<file path="config.mk">
export PLATFORM = sky130hd
export DESIGN_NAME = idle_framed_packet_receiver_crc16
export DESIGN_NICKNAME = d
export VERILOG_FILES = /design/src/rtl/ifpr_pkg.sv /design/src/rtl/ifpr_store.sv /design/src/rtl/ifpr_crc_unit.sv /design/src/rtl/idle_framed_packet_receiver_crc16.sv
export SDC_FILE = /design/constraint.sdc
export NUM_CORES = 1
export LEC_CHECK = 0
export BUFFER_PORTS_ARGS = -buffer_cell sky130_fd_sc_hd__buf_4
export CAP_MARGIN = 20
export CORE_MARGIN = 2
export CORE_UTILIZATION = 34
export CTS_CLUSTER_SIZE = 24
export DETAILED_ROUTE_END_ITERATION = 6
export GPL_ROUTABILITY_DRIVEN = 0
export GPL_TIMING_DRIVEN = 0
export PLACE_DENSITY_LB_ADDON = 0.25
export SETUP_SLACK_MARGIN = 0.1
export SLEW_MARGIN = 5
export SYNTH_ARGS = -nofsm -noshare
export SYNTH_HDL_FRONTEND = slang
export SYNTH_SLANG_ARGS = --single-unit
</file>
<file path="constraint.sdc">
create_clock -name clock -period 7 [get_ports clock]
set_clock_uncertainty 0.2 [all_clocks]
set_input_delay 1.4 -clock clock [delete_from_list [all_inputs] [get_ports clock]]
set_output_delay 1.4 -clock clock [all_outputs]
set_load 0.01 [all_outputs]
</file>
<file path="src/rtl/ifpr_pkg.sv">
`timescale 1ns / 1ps

package ifpr_pkg;

   // byte store geometry
   localparam int BUF_DEPTH = 64;
   localparam int ADDR_W    = $clog2(BUF_DEPTH);

   // commands
   localparam logic [1:0] CMD_BYTE = 2'd0;
   localparam logic [1:0] CMD_TICK = 2'd1;
   localparam logic [1:0] CMD_ACK  = 2'd2;
   localparam logic [1:0] CMD_READ = 2'd3;

   // error codes
   localparam logic [1:0] ERR_NONE            = 2'd0;
   localparam logic [1:0] ERR_FRAMING         = 2'd1;
   localparam logic [1:0] ERR_OVERRUN         = 2'd2;
   localparam logic [1:0] ERR_READ_INCOMPLETE = 2'd3;

   // register indexes
   localparam logic [7:0] CSR_IDLE_LIMIT = 8'd0;
   localparam logic [7:0] CSR_CRC_CHECK  = 8'd1;

   // byte store port group
   typedef struct packed {
      logic              wr_en;
      logic              flush;
      logic [ADDR_W-1:0] wr_addr;
      logic [7:0]        wr_data;
      logic [ADDR_W-1:0] rd_addr;
   } st_ctl_type;

   // crc unit control
   typedef struct packed {
      logic       clear;
      logic       enable;
      logic [7:0] data;
   } crc_ctl_type;

endpackage

</file>
<file path="src/rtl/ifpr_store.sv">
`timescale 1ns / 1ps

// Packet byte store: one write and one registered read per cycle.
// Per-entry valid bits give the all-zero flush.
module ifpr_store import ifpr_pkg::*; (
   input  logic       clock,
   input  logic       reset,
   input  st_ctl_type ctl,
   output logic [7:0] rd_data
);

   logic [7:0]           mem_ff [BUF_DEPTH];
   logic [BUF_DEPTH-1:0] valid_ff, valid_in;
   logic [7:0]           q_ff;
   logic                 q_vld_ff;

   always_comb begin
      valid_in = valid_ff;
      if (ctl.flush) begin
         valid_in = '0;
      end else if (ctl.wr_en) begin
         valid_in[ctl.wr_addr] = 1'b1;
      end
   end

   always_ff @(posedge clock) begin
      if (reset) begin
         valid_ff <= '0;
         q_vld_ff <= 1'b0;
      end else begin
         valid_ff <= valid_in;
         q_vld_ff <= valid_ff[ctl.rd_addr];
      end
   end

   always_ff @(posedge clock) begin
      if (ctl.wr_en) begin
         mem_ff[ctl.wr_addr] <= ctl.wr_data;
      end
      q_ff <= mem_ff[ctl.rd_addr];
   end

   // never-written or flushed entries read as zero
   assign rd_data = q_vld_ff ? q_ff : 8'd0;

endmodule

</file>
<file path="src/rtl/ifpr_crc_unit.sv">
`timescale 1ns / 1ps

// CRC-16/XMODEM accumulator, one byte per enabled cycle.
module ifpr_crc_unit import ifpr_pkg::*; (
   input  logic        clock,
   input  logic        reset,
   input  crc_ctl_type ctl,
   output logic [15:0] crc
);

   localparam logic [15:0] CRC_POLY = 16'h1021;

   logic [15:0] crc_ff, crc_in;

   function automatic logic [15:0] crc16_byte(input logic [15:0] c, input logic [7:0] octet);
      logic [15:0] r;
      r = c ^ {octet, 8'd0};
      for (int b = 0; b < 8; b++) begin
         if (r[15]) begin
            r = {r[14:0], 1'b0} ^ CRC_POLY;
         end else begin
            r = {r[14:0], 1'b0};
         end
      end
      return r;
   endfunction

   always_comb begin
      crc_in = crc_ff;
      if (ctl.clear) begin
         crc_in = '0;
      end else if (ctl.enable) begin
         crc_in = crc16_byte(crc_ff, ctl.data);
      end
   end

   always_ff @(posedge clock) begin
      if (reset) begin
         crc_ff <= '0;
      end else begin
         crc_ff <= crc_in;
      end
   end

   assign crc = crc_ff;

endmodule

</file>
<file path="src/rtl/idle_framed_packet_receiver_crc16.sv">
`timescale 1ns / 1ps
// Sequence: byte, tick and acknowledge words pass from start through EXEC to RESP, a buffer read
//    also through RDWAIT; a tick that closes a packet of more than 2 bytes goes WALK, DECIDE, RESP.
// A new word is taken only once busy drops; the close walks the store one byte a cycle through
//    the single read port and the CRC unit.
// Reset: synchronous, active high; clears control state but not payload registers, sets read_done,
//    idle_limit to 500, crc check on. The result strobe lasts one cycle and cannot be stalled.
module idle_framed_packet_receiver_crc16 import ifpr_pkg::*; (
   input  logic        clock,
   input  logic        reset,
   // request word
   input  logic        start,
   output logic        busy,
   input  logic [1:0]  req_command,
   input  logic [7:0]  req_rx_byte,
   input  logic [1:0]  req_line_error,
   input  logic [5:0]  req_read_index,
   // result word
   output logic        rsp_valid,
   output logic [7:0]  rsp_read_data,
   output logic [7:0]  rsp_last_byte,
   output logic [5:0]  rsp_packet_length,
   output logic        rsp_data_available,
   output logic        rsp_read_done,
   output logic        rsp_crc_ok,
   output logic [15:0] rsp_crc_computed,
   output logic [15:0] rsp_crc_received,
   output logic [1:0]  rsp_sticky_error,
   output logic        rsp_packet_closed,
   // register writes
   input  logic        csr_valid,
   output logic        csr_ready,
   input  logic [7:0]  csr_index,
   input  logic [23:0] csr_wdata
);

   localparam logic [23:0] IDLE_LIMIT_RST = 24'd500;

   // sequencer states
   localparam logic [2:0] ST_IDLE   = 3'd0;
   localparam logic [2:0] ST_EXEC   = 3'd1;
   localparam logic [2:0] ST_RDWAIT = 3'd2;
   localparam logic [2:0] ST_WALK   = 3'd3;
   localparam logic [2:0] ST_DECIDE = 3'd4;
   localparam logic [2:0] ST_RESP   = 3'd5;

   logic [2:0]        state_ff, state_in;
   // latched request word
   logic [1:0]        cmd_ff, cmd_in;
   logic [7:0]        byte_ff, byte_in;
   logic [1:0]        lerr_ff, lerr_in;
   logic [5:0]        idx_ff, idx_in;
   // receiver state
   logic [ADDR_W-1:0] wpos_ff, wpos_in;
   logic [7:0]        last_ff, last_in;
   logic [23:0]       idle_cnt_ff, idle_cnt_in;
   logic              idle_run_ff, idle_run_in;
   logic              avail_ff, avail_in;
   logic              ack_ff, ack_in;
   logic              check_ff, check_in;
   logic [15:0]       comp_ff, comp_in;
   logic [15:0]       rcv_ff, rcv_in;
   logic [1:0]        ferr_ff, ferr_in;
   logic              closed_ff, closed_in;
   logic [7:0]        rd_data_ff, rd_data_in;
   // registers
   logic [23:0]       limit_ff, limit_in;
   logic              crc_on_ff, crc_on_in;
   // store walk
   logic [ADDR_W-1:0] ptr_ff, ptr_in;
   logic              dv_ff, dv_in;
   logic [ADDR_W-1:0] didx_ff, didx_in;
   logic [7:0]        hi_ff, hi_in;
   logic [7:0]        lo_ff, lo_in;

   st_ctl_type        st_ctl;
   crc_ctl_type       crc_ctl;
   logic [7:0]        st_q;
   logic [15:0]       crc_q;
   logic [23:0]       cnt_inc;
   logic [ADDR_W-1:0] body_len;
   logic              long_pkt;
   logic              crc_match;

   ifpr_store u_store (
      .clock   (clock),
      .reset   (reset),
      .ctl     (st_ctl),
      .rd_data (st_q)
   );

   ifpr_crc_unit u_crc (
      .clock (clock),
      .reset (reset),
      .ctl   (crc_ctl),
      .crc   (crc_q)
   );

   assign cnt_inc   = idle_cnt_ff + 24'd1;
   assign long_pkt  = (wpos_ff > ADDR_W'(2));
   assign body_len  = wpos_ff - ADDR_W'(2);
   assign crc_match = (crc_q == {hi_ff, lo_ff});

   always_comb begin
      state_in    = state_ff;
      cmd_in      = cmd_ff;
      byte_in     = byte_ff;
      lerr_in     = lerr_ff;
      idx_in      = idx_ff;
      wpos_in     = wpos_ff;
      last_in     = last_ff;
      idle_cnt_in = idle_cnt_ff;
      idle_run_in = idle_run_ff;
      avail_in    = avail_ff;
      ack_in      = ack_ff;
      check_in    = check_ff;
      comp_in     = comp_ff;
      rcv_in      = rcv_ff;
      ferr_in     = ferr_ff;
      closed_in   = closed_ff;
      rd_data_in  = rd_data_ff;
      limit_in    = limit_ff;
      crc_on_in   = crc_on_ff;
      ptr_in      = ptr_ff;
      dv_in       = 1'b0;
      didx_in     = didx_ff;
      hi_in       = hi_ff;
      lo_in       = lo_ff;

      st_ctl         = '0;
      st_ctl.wr_addr = wpos_ff;
      st_ctl.wr_data = byte_ff;
      st_ctl.rd_addr = ADDR_W'(idx_ff);
      crc_ctl        = '0;
      crc_ctl.data   = st_q;

      // register writes are taken in any state
      if (csr_valid) begin
         case (csr_index)
            CSR_IDLE_LIMIT: limit_in  = csr_wdata;
            CSR_CRC_CHECK:  crc_on_in = csr_wdata[0];
            default: ;
         endcase
      end

      unique case (state_ff)
         ST_IDLE: begin
            if (start) begin
               cmd_in     = req_command;
               byte_in    = req_rx_byte;
               lerr_in    = req_line_error;
               idx_in     = req_read_index;
               rd_data_in = 8'd0;
               closed_in  = 1'b0;
               state_in   = ST_EXEC;
            end
         end

         ST_EXEC: begin
            state_in = ST_RESP;
            unique case (cmd_ff)
               CMD_BYTE: begin
                  if (lerr_ff == ERR_NONE) begin
                     st_ctl.wr_en = 1'b1;
                     last_in      = byte_ff;
                     wpos_in      = (wpos_ff == ADDR_W'(BUF_DEPTH - 1)) ? '0 : wpos_ff + 1'b1;
                  end else begin
                     last_in = 8'd0;
                     if (ferr_ff == ERR_NONE) begin
                        // line error 3 counts as overrun
                        ferr_in = (lerr_ff == ERR_FRAMING) ? ERR_FRAMING : ERR_OVERRUN;
                     end
                  end
                  idle_cnt_in = '0;
                  idle_run_in = 1'b1;
               end
               CMD_TICK: begin
                  if (idle_run_ff) begin
                     idle_cnt_in = cnt_inc;
                     if (cnt_inc >= limit_ff) begin
                        idle_run_in = 1'b0;
                        idle_cnt_in = '0;
                        if (wpos_ff != '0) begin
                           if (!ack_ff && ferr_ff == ERR_NONE) begin
                              ferr_in = ERR_READ_INCOMPLETE;
                           end
                           crc_ctl.clear = 1'b1;
                           ptr_in        = '0;
                           state_in      = long_pkt ? ST_WALK : ST_DECIDE;
                        end
                     end
                  end
               end
               CMD_ACK: begin
                  st_ctl.flush = 1'b1;
                  wpos_in      = '0;
                  avail_in     = 1'b0;
                  ack_in       = 1'b1;
               end
               CMD_READ: begin
                  state_in = ST_RDWAIT;
               end
               default: ;
            endcase
         end

         ST_RDWAIT: begin
            rd_data_in = (int'(idx_ff) < BUF_DEPTH) ? st_q : 8'd0;
            state_in   = ST_RESP;
         end

         // issue one read a cycle; data returns in the next cycle tagged by didx
         ST_WALK: begin
            st_ctl.rd_addr = ptr_ff;
            if (ptr_ff != wpos_ff) begin
               ptr_in = ptr_ff + 1'b1;
               dv_in  = 1'b1;
            end
            didx_in = ptr_ff;
            if (dv_ff) begin
               if (didx_ff < body_len) begin
                  crc_ctl.enable = 1'b1;
               end else if (didx_ff == body_len) begin
                  hi_in = st_q;
               end else begin
                  lo_in    = st_q;
                  state_in = ST_DECIDE;
               end
            end
         end

         ST_DECIDE: begin
            // short packet: crc_ok drops, CRC registers hold
            if (long_pkt) begin
               comp_in  = crc_q;
               rcv_in   = {hi_ff, lo_ff};
               check_in = crc_match;
            end else begin
               check_in = 1'b0;
            end
            if (!crc_on_ff || (long_pkt && crc_match)) begin
               avail_in = 1'b1;
               ack_in   = 1'b0;
            end else begin
               st_ctl.flush = 1'b1;
               wpos_in      = '0;
               avail_in     = 1'b0;
               ack_in       = 1'b1;
            end
            closed_in = 1'b1;
            state_in  = ST_RESP;
         end

         ST_RESP: begin
            state_in = ST_IDLE;
         end

         default: begin
            state_in = ST_IDLE;
         end
      endcase
   end

   always_ff @(posedge clock) begin
      if (reset) begin
         state_ff    <= ST_IDLE;
         wpos_ff     <= '0;
         last_ff     <= '0;
         idle_cnt_ff <= '0;
         idle_run_ff <= 1'b0;
         avail_ff    <= 1'b0;
         ack_ff      <= 1'b1;
         check_ff    <= 1'b0;
         comp_ff     <= '0;
         rcv_ff      <= '0;
         ferr_ff     <= ERR_NONE;
         closed_ff   <= 1'b0;
         rd_data_ff  <= '0;
         limit_ff    <= IDLE_LIMIT_RST;
         crc_on_ff   <= 1'b1;
         ptr_ff      <= '0;
         dv_ff       <= 1'b0;
      end else begin
         state_ff    <= state_in;
         wpos_ff     <= wpos_in;
         last_ff     <= last_in;
         idle_cnt_ff <= idle_cnt_in;
         idle_run_ff <= idle_run_in;
         avail_ff    <= avail_in;
         ack_ff      <= ack_in;
         check_ff    <= check_in;
         comp_ff     <= comp_in;
         rcv_ff      <= rcv_in;
         ferr_ff     <= ferr_in;
         closed_ff   <= closed_in;
         rd_data_ff  <= rd_data_in;
         limit_ff    <= limit_in;
         crc_on_ff   <= crc_on_in;
         ptr_ff      <= ptr_in;
         dv_ff       <= dv_in;
      end
   end

   // payload registers
   always_ff @(posedge clock) begin
      cmd_ff  <= cmd_in;
      byte_ff <= byte_in;
      lerr_ff <= lerr_in;
      idx_ff  <= idx_in;
      didx_ff <= didx_in;
      hi_ff   <= hi_in;
      lo_ff   <= lo_in;
   end

   assign busy      = (state_ff != ST_IDLE);
   assign csr_ready = 1'b1;

   assign rsp_valid          = (state_ff == ST_RESP);
   assign rsp_read_data      = rd_data_ff;
   assign rsp_last_byte      = last_ff;
   assign rsp_packet_length  = 6'(wpos_ff);
   assign rsp_data_available = avail_ff;
   assign rsp_read_done      = ack_ff;
   assign rsp_crc_ok         = check_ff;
   assign rsp_crc_computed   = comp_ff;
   assign rsp_crc_received   = rcv_ff;
   assign rsp_sticky_error   = ferr_ff;
   assign rsp_packet_closed  = closed_ff;

endmodule
</file>
* Yosys cells after proc, flatten, opt, wreduce, memory -nomap -nowiden
Memories as Yosys holds them, arrays and structs flattened. A register that Yosys moved wholly into a read port is not among the register bits. Cells that the tools add are included.
Storage, ports and cells: output and inout port bits 63, logic and storage cells 213, register bits after elaboration 241, memories 1, memory bits (writable) 512
Memory list:
- u_store.mem_ff | words 64, bits a word 8, rd ports 1, clocked after Yosys merged registers in 1, wr ports 1, RTL line ifpr_store.sv:12 | logic [7:0] mem_ff [BUF_DEPTH];
Cells by class: order comparisons 6, reduce and logical (&&, ||, !) cells 38, bitwise operators 13, add/sub/neg operators 4, mux-type cells 91, equal/unequal tests 33
Operator list (count):
- 2-to-1 mux 16 bit | 14
- 2-to-1 mux 13 bit | 8
- bitwise OR 64 bit | 1
- 2-to-1 mux 6 bit | 9
- 2-to-1 mux 24 bit | 2
- one-hot mux 24 bit (2 select lines) | 1
- one-hot mux 6 bit (2 select lines) | 3
- != test 2 bit (second input constant) | 15
- 2-to-1 mux 1 bit | 25
- adder 24 x 1 -> 24 bit (second input constant) | 1
- greater-or-equal comparator 24 bit | 1
- 2-to-1 mux 3 bit | 8
- 2-to-1 mux 8 bit | 3
- NOT 3 bit | 8
- AND reduction 2 bit | 9
- == test 16 bit | 1
- one-hot mux 8 bit (2 select lines) | 1
- AND reduction 4 bit | 4
- bitwise XOR 16 bit | 1
- less-than comparator 6 x 7 -> 1 bit (second input constant) | 2
- 2-to-1 mux 2 bit | 7
- adder 6 x 1 -> 6 bit (second input constant) | 2
- one-hot mux 3 bit (4 select lines) | 1
- one-hot mux 1 bit (2 select lines) | 5
- 34 further kinds | 53

* Depth between registers and ports, before layout
Gate-level depths: netlist of the first run.
depth after elaboration 33, depth in mapped cells 15

* By module
A second synthesis of the first run with hierarchy kept.
Second synthesis, totals: cells, all modules 2115, area total of the unflattened synthesis 31167.4 µm²
By module, submodules not included:
- ifpr_store | cells an instance 1137, area an instance 22541.6 µm², times used 1
- idle_framed_packet_receiver_crc16 | cells an instance 898, area an instance 7668.6 µm², times used 1
- ifpr_crc_unit | cells an instance 80, area an instance 957.2 µm², times used 1

* Least setup slack after synthesis of the first run
Ideal clock, no wire load.
kind register to register, start point register idle_cnt_ff[2], end point register idle_cnt_ff[15], path buffers 3, slack 3511 ps, cell stages (with the launch flop) 15, data arrival time 3219 ps, data required time 6729 ps, cell sequence dfxtp_1 > and4_1 > buf_2 > nand4_1 > or2_1 > clkbuf_1 > nor4_2 > xor2_1 > ha_1 > a21o_1 > a211o_1 > nor4_2 > clkbuf_1 > nand3_1 > a21oi_1
Between the ends: longest elaborated chain between the ends 5
Ends and longest elaborated chain:
- from (decl) | RTL line idle_framed_packet_receiver_crc16.sv:56 | logic [23:0] idle_cnt_ff, idle_cnt_in;
- from (signal assigned) | RTL line idle_framed_packet_receiver_crc16.sv:287 | idle_cnt_ff <= idle_cnt_in;
- adder 24 x 1 -> 24 bit (*) | RTL line idle_framed_packet_receiver_crc16.sv:99 | assign cnt_inc = idle_cnt_ff + 24'd1;
- greater-or-equal comparator 24 bit | RTL line idle_framed_packet_receiver_crc16.sv:180 | if (cnt_inc >= limit_ff) begin
- 2-to-1 mux 24 bit (*) | RTL line idle_framed_packet_receiver_crc16.sv:180
- 2-to-1 mux 24 bit (*) | RTL line idle_framed_packet_receiver_crc16.sv:178 | if (idle_run_ff) begin
- one-hot mux 24 bit (2 select lines) (*) | RTL line idle_framed_packet_receiver_crc16.sv:161 | unique case (cmd_ff)
Every way passes the cells marked *; elsewhere a longest branch is shown, timed or not. The select of a mux whose other input is x is not followed. A chain may end at the register's enable or synchronous reset.

* Worst setup path in the final report of the first run
start point register idle_cnt_ff[2], end point register ptr_ff[5]
Between the ends: longest elaborated chain between the ends 4
Ends and longest elaborated chain:
- adder 24 x 1 -> 24 bit | RTL line idle_framed_packet_receiver_crc16.sv:99
- greater-or-equal comparator 24 bit | RTL line idle_framed_packet_receiver_crc16.sv:180
- != test 2 bit (no source line)
- AND reduction 6 bit (no source line)
- to (signal assigned) | RTL line idle_framed_packet_receiver_crc16.sv:299 | ptr_ff <= ptr_in;
- to (decl) | RTL line idle_framed_packet_receiver_crc16.sv:70 | logic [ADDR_W-1:0] ptr_ff, ptr_in;
No other way between the ends.

==> results.ini, run 1 <==
[run_status]
status = completed

[cts]
htree_levels = 3
clk_latency_ps = 660
hold_buffers = 0
path_clk_slew_ps = 60
cts_root_buf = clkbuf_16
numCtsBuffers = 85
post_cts_resized = 0
post_cts_buffers = 0
clockBufferDepth = 3
cts_tree = yes
cts.sinks = 761

[sta]
max_slew_margin = 0.2765
rsz0062_at_grt = false
fin_tns_setup_ps = 0
worstMarginPinSlew_ps = 1081
drv_slew = 0
period_share = 0.6461
finalHoldViolations = 0
period_minus_slack_ps = 4522
finalSetupViolations = 0
max_freq_mhz = 221.1

[logic_synthesis]
syn_area_sq_um = 31860
synth_seq_cells = 761
postSynthCellCount = 2752
yosysTopAreaCell = edfxtp_1
synthTopCellsByArea = edfxtp_1 (52%), dfxtp_1 (13%), nand2_1 (7.0%), a211oi_1 (3.4%), nand3_1 (2.9%)
synth_edf_count = 552
synth_area_per_cell_sq_um = 11.58
ys_seq_area_frac = 0.6517
yosysWarnings = 0
ys_types = 73
syn_nets = 2845
async_flop_share = 0
netlist.area_leader.share = 0.5203
synth_ff_type = edfxtp_1

[min_path]
holdCritPathClass = flip-flop to flip-flop

[power_and_ir_drop]
vdd_ir_drop_max_mv = 0.1759
p_sw_mw = 2.916
p_per_area_nw_per_um2 = 288.5
power.share.clock = 0.414
seqPwrFrac = 0.458
p_total_mw = 10.90
p_int_mw = 7.987
leakage_nw = 13.33
sw_frac_of_total = 0.2674
p_comb_frac = 0.128

[final_layout]
syn_to_final_growth_pct = 18.64
diodes = 0
register_area_sq_um = 20760
multiInputGateArea_sq_um = 9821
fin_cells = 4307
fin_nets = 3077
final.fill_count = 8978
drive_gt1_frac = 0.1245

[worst_setup_path]
arrival_ps = 4850
worstPathRequired_ps = 7330
critPathMaxFanout = 10
endpoint_kind = flip-flop
critical-path-top-delay-family = compound AO/OA/AOI/OAI gates
crit_chain = and4_1, buf_2, nand4_1, or2_1, clkbuf_1, nor4_2, xor2_1, ha_1, nand4_1, a211oi_1, o211ai_1, o21bai_1, clkbuf_1, nor2_1
cp_slowest_cell = a211oi_1
crit_type = flip-flop to flip-flop
worstSetupStartpointType = flip-flop
path_buf_inv = 3
cpPeakStageDelay_ps = 600

[grt]
antenna_found_initial = 1
grt_busiest_layer = met2
grt_pass1_vias = 21980
gr-usage-met3 = 0.03344
grt_max_degree = 27
grt_overflow = 0
grtUsageMet1 = 0.2701
grtUsageMet2 = 0.3326
grt_first_pass_wirelength_um = 144100
grtUsageTotal = 0.2038

[placed_design]
dp_hpwl_um = 70000
place_inst = 4145
port_buffers = 115

[detailed_routing]
route.detailed.wl_per_inst_um = 22.84
drtAntennaViolNets = 0
via_count = 22600
first_pass_iters = 7
drt_wl_total_um = 98350
route.detailed.drc = 0
drtIter0Drc = 1993
vias_per_cell = 5.248

[die]
fp.dieW_um = 310.1
chipHeight_um = 310.1
fp.coreArea_sq_um = 93050
rows = 112
start_util = 0.3424
dieArea_sq_um = 96160
pin_count = 117

[job]
cap_viol_max_count = 0

## final timing paths
kind | slack (ps) | startpoint | endpoint | cells past startpoint
max | 2480 | idle_cnt_ff[2] | ptr_ff[5] | 14
min | 240 | ptr_ff[2] | didx_ff[2] | 0
max reg2reg | 2480 | idle_cnt_ff[2] | ptr_ff[5] | 14
min reg2reg | 240 | ptr_ff[2] | didx_ff[2] | 0
## sequential cells by signal (all words and copies together) (netlist names), 8 cells and up
name              count
rsp_read_data         8
hi_ff                 8
byte_ff               8
rsp_last_byte         8
u_store.q_ff          8
rsp_crc_received     16
rsp_crc_computed     16
limit_ff             24
u_store.valid_ff     64
u_crc.crc            16
idle_cnt_ff          24
lo_ff                 8
u_store.mem_ff      512
## placed cells by master (no fill, tap or decap), types with 9 or more instances in the layout
cell and n:
buf_1 21, nand2_1 593, or2_2 9, buf_16 23, a32oi_1 9, a311oi_1 75
xor2_1 29, nand3_1 183, clkinv_2 19, nand4_1 24, inv_1 113, clkbuf_16 87
o21a_1 67, xnor2_1 47, buf_4 136, a31oi_1 16, edfxtp_1 552, clkbuf_1 98
a211oi_1 146, mux2i_1 39, and2_1 16, buf_2 51, dfxtp_1 209, clkinv_1 15
o21ai_0 12, a21oi_1 117, a211o_1 15, o22ai_1 12, ha_1 39, nor2_1 120
nor4_1 24, bufinv_16 9
## through the flow
| stage | area, sq um | utilization | hold slack, ps | setup slack, ps |
|---|---|---|---|---|
| after floorplan | 31860 | - | 206.4 | 3511 |
| after global placement | 34290 | 0.3685 | 223.8 | 2491 |
| after detailed placement | 34940 | 0.3755 | 218.9 | 2542 |
| after CTS | 37740 | 0.4056 | 243.5 | 2484 |
| after global routing | 37790 | 0.4062 | 268.5 | 2040 |
| final | 37790 | 0.4062 | 240.7 | 2478 |
## cell families after synthesis
| kind of cell | count (synthesis) | synth area share |
|---|---|---|
| and+or+nand+nor | 1016 | 0.1381 |
| DFF | 761 | 0.6517 |
| AOI/OAI and AO/OA | 514 | 0.1151 |
| buffers and inverters | 295 | 0.04006 |
| xor gates and xnor gates | 76 | 0.02089 |
| muxes | 50 | 0.01881 |
| adders and majority gates | 39 | 0.01532 |
| other | 1 | 0.0001177 |
## synth_stat cells (5+ instances only)
cell type,count
o22ai_1,12
o21a_1,67
mux4_2,5
o21ai_0,12
clkbuf_1,85
a21oi_1,117
buf_6,6
nor2b_1,6
a21o_1,6
nand3_1,183
a211oi_1,146
nor4_1,24
mux2i_1,39
a31oi_1,16
nand2_1,593
a311oi_1,75
edfxtp_1,552
nand4_1,24
o221ai_1,8
nor3_1,5
and2_1,16
buf_1,21
a211o_1,15
and3_1,5
inv_1,113
xor2_1,29
or2_2,9
buf_4,16
dfxtp_1,209
buf_2,51
or3_1,7
a32oi_1,9
ha_1,39
nor2_1,120
xnor2_1,47
## layout make-up
class | instances | area share
Sequential cell | 761 | 0.5493
Multi-Input combinational cell | 1696 | 0.2598
Clock buffer | 100 | 0.05890
Tap cell | 1254 | 0.04151
Timing Repair Buffer | 145 | 0.04135
Buffer | 179 | 0.02225
Clock inverter | 56 | 0.01533
Inverter | 116 | 0.01152
## metal layers
| layer | vias up | part of all wire |
|---|---|---|
| met3 | 176 | 0.066 |
| met2 | 827 | 0.47 |
| met5 | - | 0 |
| li1 | 10490 | - |
| met1 | 11110 | 0.43 |
| met4 | 0 | 0.036 |
## power by group through the flow
stage                     sequential, mW  clock, mW  combinational (mW)
after global routing                5.00       4.76                1.47
after floorplan                     5.12          0               0.668
after CTS                           5.00       4.58                1.38
after detailed placement            5.09          0                1.37
after global placement              5.23          0                1.14
final                               5.00       4.51                1.39
Note: power is estimated with default switching activity, not from simulation.
==> inputs of run 2 (changes only) <==
==> constraint.sdc (replaced) <==
create_clock -name clock -period 4.3 [get_ports clock]
set_clock_uncertainty 0.2 [all_clocks]
set_input_delay 0.86 -clock clock [delete_from_list [all_inputs] [get_ports clock]]
set_output_delay 0.86 -clock clock [all_outputs]
set_load 0.01 [all_outputs]
==> results.ini, run 2 (synthesized netlist as in run 1, its figures left out) <==
[run_status]
status = completed

[sta]
worst_hold_slack_ps = 177.9
fin_tns_setup_ps = 0
period_minus_slack_ps = 3946
max_freq_mhz = 253.4
finalHoldViolations = 0
period_share = 0.9178
max_slew_margin = 0.2661
drv_slew = 0
rsz0062_at_grt = false
worstMarginPinSlew_ps = 1101
finalSetupViolations = 0

[final_layout]
register_area_sq_um = 20760
multiInputGateArea_sq_um = 9856
final.fill_count = 8977
diodes = 0
largest_register_ffs = 512
fin_area_sq_um = 37880
drive_gt1_frac = 0.1292
regMostFlops = u_store.mem_ff
fin_cells = 4311
top_regs = u_store.mem_ff: 512 flops, u_store.valid_ff: 64 flops
layout_common_cells = nand2_1 (593), edfxtp_1 (552), dfxtp_1 (207)
fin_nets = 3081
layout_commonest_cell = nand2_1
syn_to_final_growth_pct = 18.92

[cts]
numCtsBuffers = 85
htree_levels = 3
path_clk_slew_ps = 60
cts.sinks = 761
cts_tree = yes
clk_latency_ps = 660
clockBufferDepth = 3
cts_root_buf = clkbuf_16

[die]
chipHeight_um = 310.1
fp.dieW_um = 310.1
rows = 112
pin_count = 117
dieArea_sq_um = 96160
fp.coreArea_sq_um = 93050
start_util = 0.3424

[worst_setup_path]
worstPathRequired_ps = 4680
critical-path-top-delay-family = compound AO/OA/AOI/OAI gates
cp_slowest_cell = a311oi_1
crit_type = flip-flop to flip-flop
critPathMaxFanout = 10
cpPeakStageDelay_ps = 620
crit_chain = buf_4, nand3b_4, buf_6, mux2i_4, nand2_1, clkbuf_1, a311oi_1, nor4_1, o22ai_1, a211o_1
worstSetupStartpointType = flip-flop
arrival_ps = 4330
endpoint_kind = flip-flop
path_buf_inv = 3

[power_and_ir_drop]
vdd_ir_drop_max_mv = 0.2843
p_int_mw = 13.01
p_comb_frac = 0.128
seqPwrFrac = 0.458
power.share.clock = 0.413
leakage_nw = 13.37
p_sw_mw = 4.744
sw_frac_of_total = 0.2672
p_per_area_nw_per_um2 = 468.7
p_total_mw = 17.76

[placed_design]
port_buffers = 115
dp_hpwl_um = 70000
placed_area_sq_um = 34940
place_inst = 4145

[detailed_routing]
vias_per_cell = 5.228
drtIter0Drc = 2058
route.detailed.wl_per_inst_um = 22.84
route.detailed.drc = 0
via_count = 22540
drt_wl_total_um = 98480
drtAntennaViolNets = 0
first_pass_iters = 5

[grt]
grt_overflow = 0
grt_pass1_vias = 21980
grt_max_degree = 27
grtUsageTotal = 0.2038
antenna_found_initial = 1
grt_first_pass_wirelength_um = 144000

[min_path]
holdCritPathClass = input port to flip-flop

[job]
cap_viol_max_count = 0

-- run 2: cell types whose count changed in the layout (fill, tap and decap cells not counted), moves of 2 or more --
cell,change
clkbuf_1,-5
buf_4,+4
buf_6,+2
dfxtp_1,-2
dfxtp_2,+2
-- run 2: what timing repair did --
item,in CTS,in global routing
hold endpoints to repair,0,0
pin swaps,0,5
resized for setup,3,24
cloned,0,0
setup endpoints to repair,40,45
buffers inserted,0,4
hold buffers,0,0
-- run 2: metrics by stage --
| stage | setup WS [ps] | utilization |
|---|---|---|
| floorplan | 810.7 | - |
| global route | 110.4 | 0.4071 |
| detailed placement | -157.8 | 0.3755 |
| global placement | -209.1 | 0.3685 |
| CTS | 16.60 | 0.4057 |
| finish | 353.6 | 0.4071 |
-- run 2: layout make-up --
| class | instances | area share |
|---|---|---|
| buffer | 179 | 0.02276 |
| clock buffer | 100 | 0.05876 |
| clock inverter | 56 | 0.01529 |
| inverter | 116 | 0.01149 |
| multi-input combinational | 1696 | 0.2602 |
| sequential | 761 | 0.5481 |
| tap | 1254 | 0.04142 |
| timing repair buffer | 149 | 0.04205 |
-- run 2: power groups by stage --
stage	clock (mW)	sequential, mW	combinational (mW)
after floorplan	0	8.33	1.09
after global placement	0	8.52	1.86
after detailed placement	0	8.29	2.23
after CTS	7.46	8.14	2.24
after global routing	7.74	8.14	2.41
final	7.34	8.14	2.28
-- run 2: final timing paths --
kind | depth (start not counted) | startpoint | slack (ps) | endpoint
setup / recovery | 10 | state_ff[0] | 350 | u_store.q_ff[5]
hold / removal | 1 | req_line_error[0] | 180 | lerr_ff[0]
setup reg to reg | 10 | state_ff[0] | 350 | u_store.q_ff[5]
hold reg to reg | 0 | ptr_ff[2] | 240 | didx_ff[2]
-- run 2: routing by layer --
metal | wire length [um] | GRT usage | vias to the layer above
met5 | 0 | 0 | -
met2 | 46370 | 0.3326 | 791
met4 | 3385 | 0.08291 | 0
li1 | - | - | 10500
met3 | 6447 | 0.03344 | 162
met1 | 42270 | 0.2699 | 11090
-- run 2: worst reg2reg max path, stage by stage (launching register included) --
cell	delay, ps
dfxtp_1	290
buf_4	160
nand3b_4	110
buf_6	190
mux2i_4	600
nand2_1	380
clkbuf_1	500
a311oi_1	620
nor4_1	110
o22ai_1	510
a211o_1	200
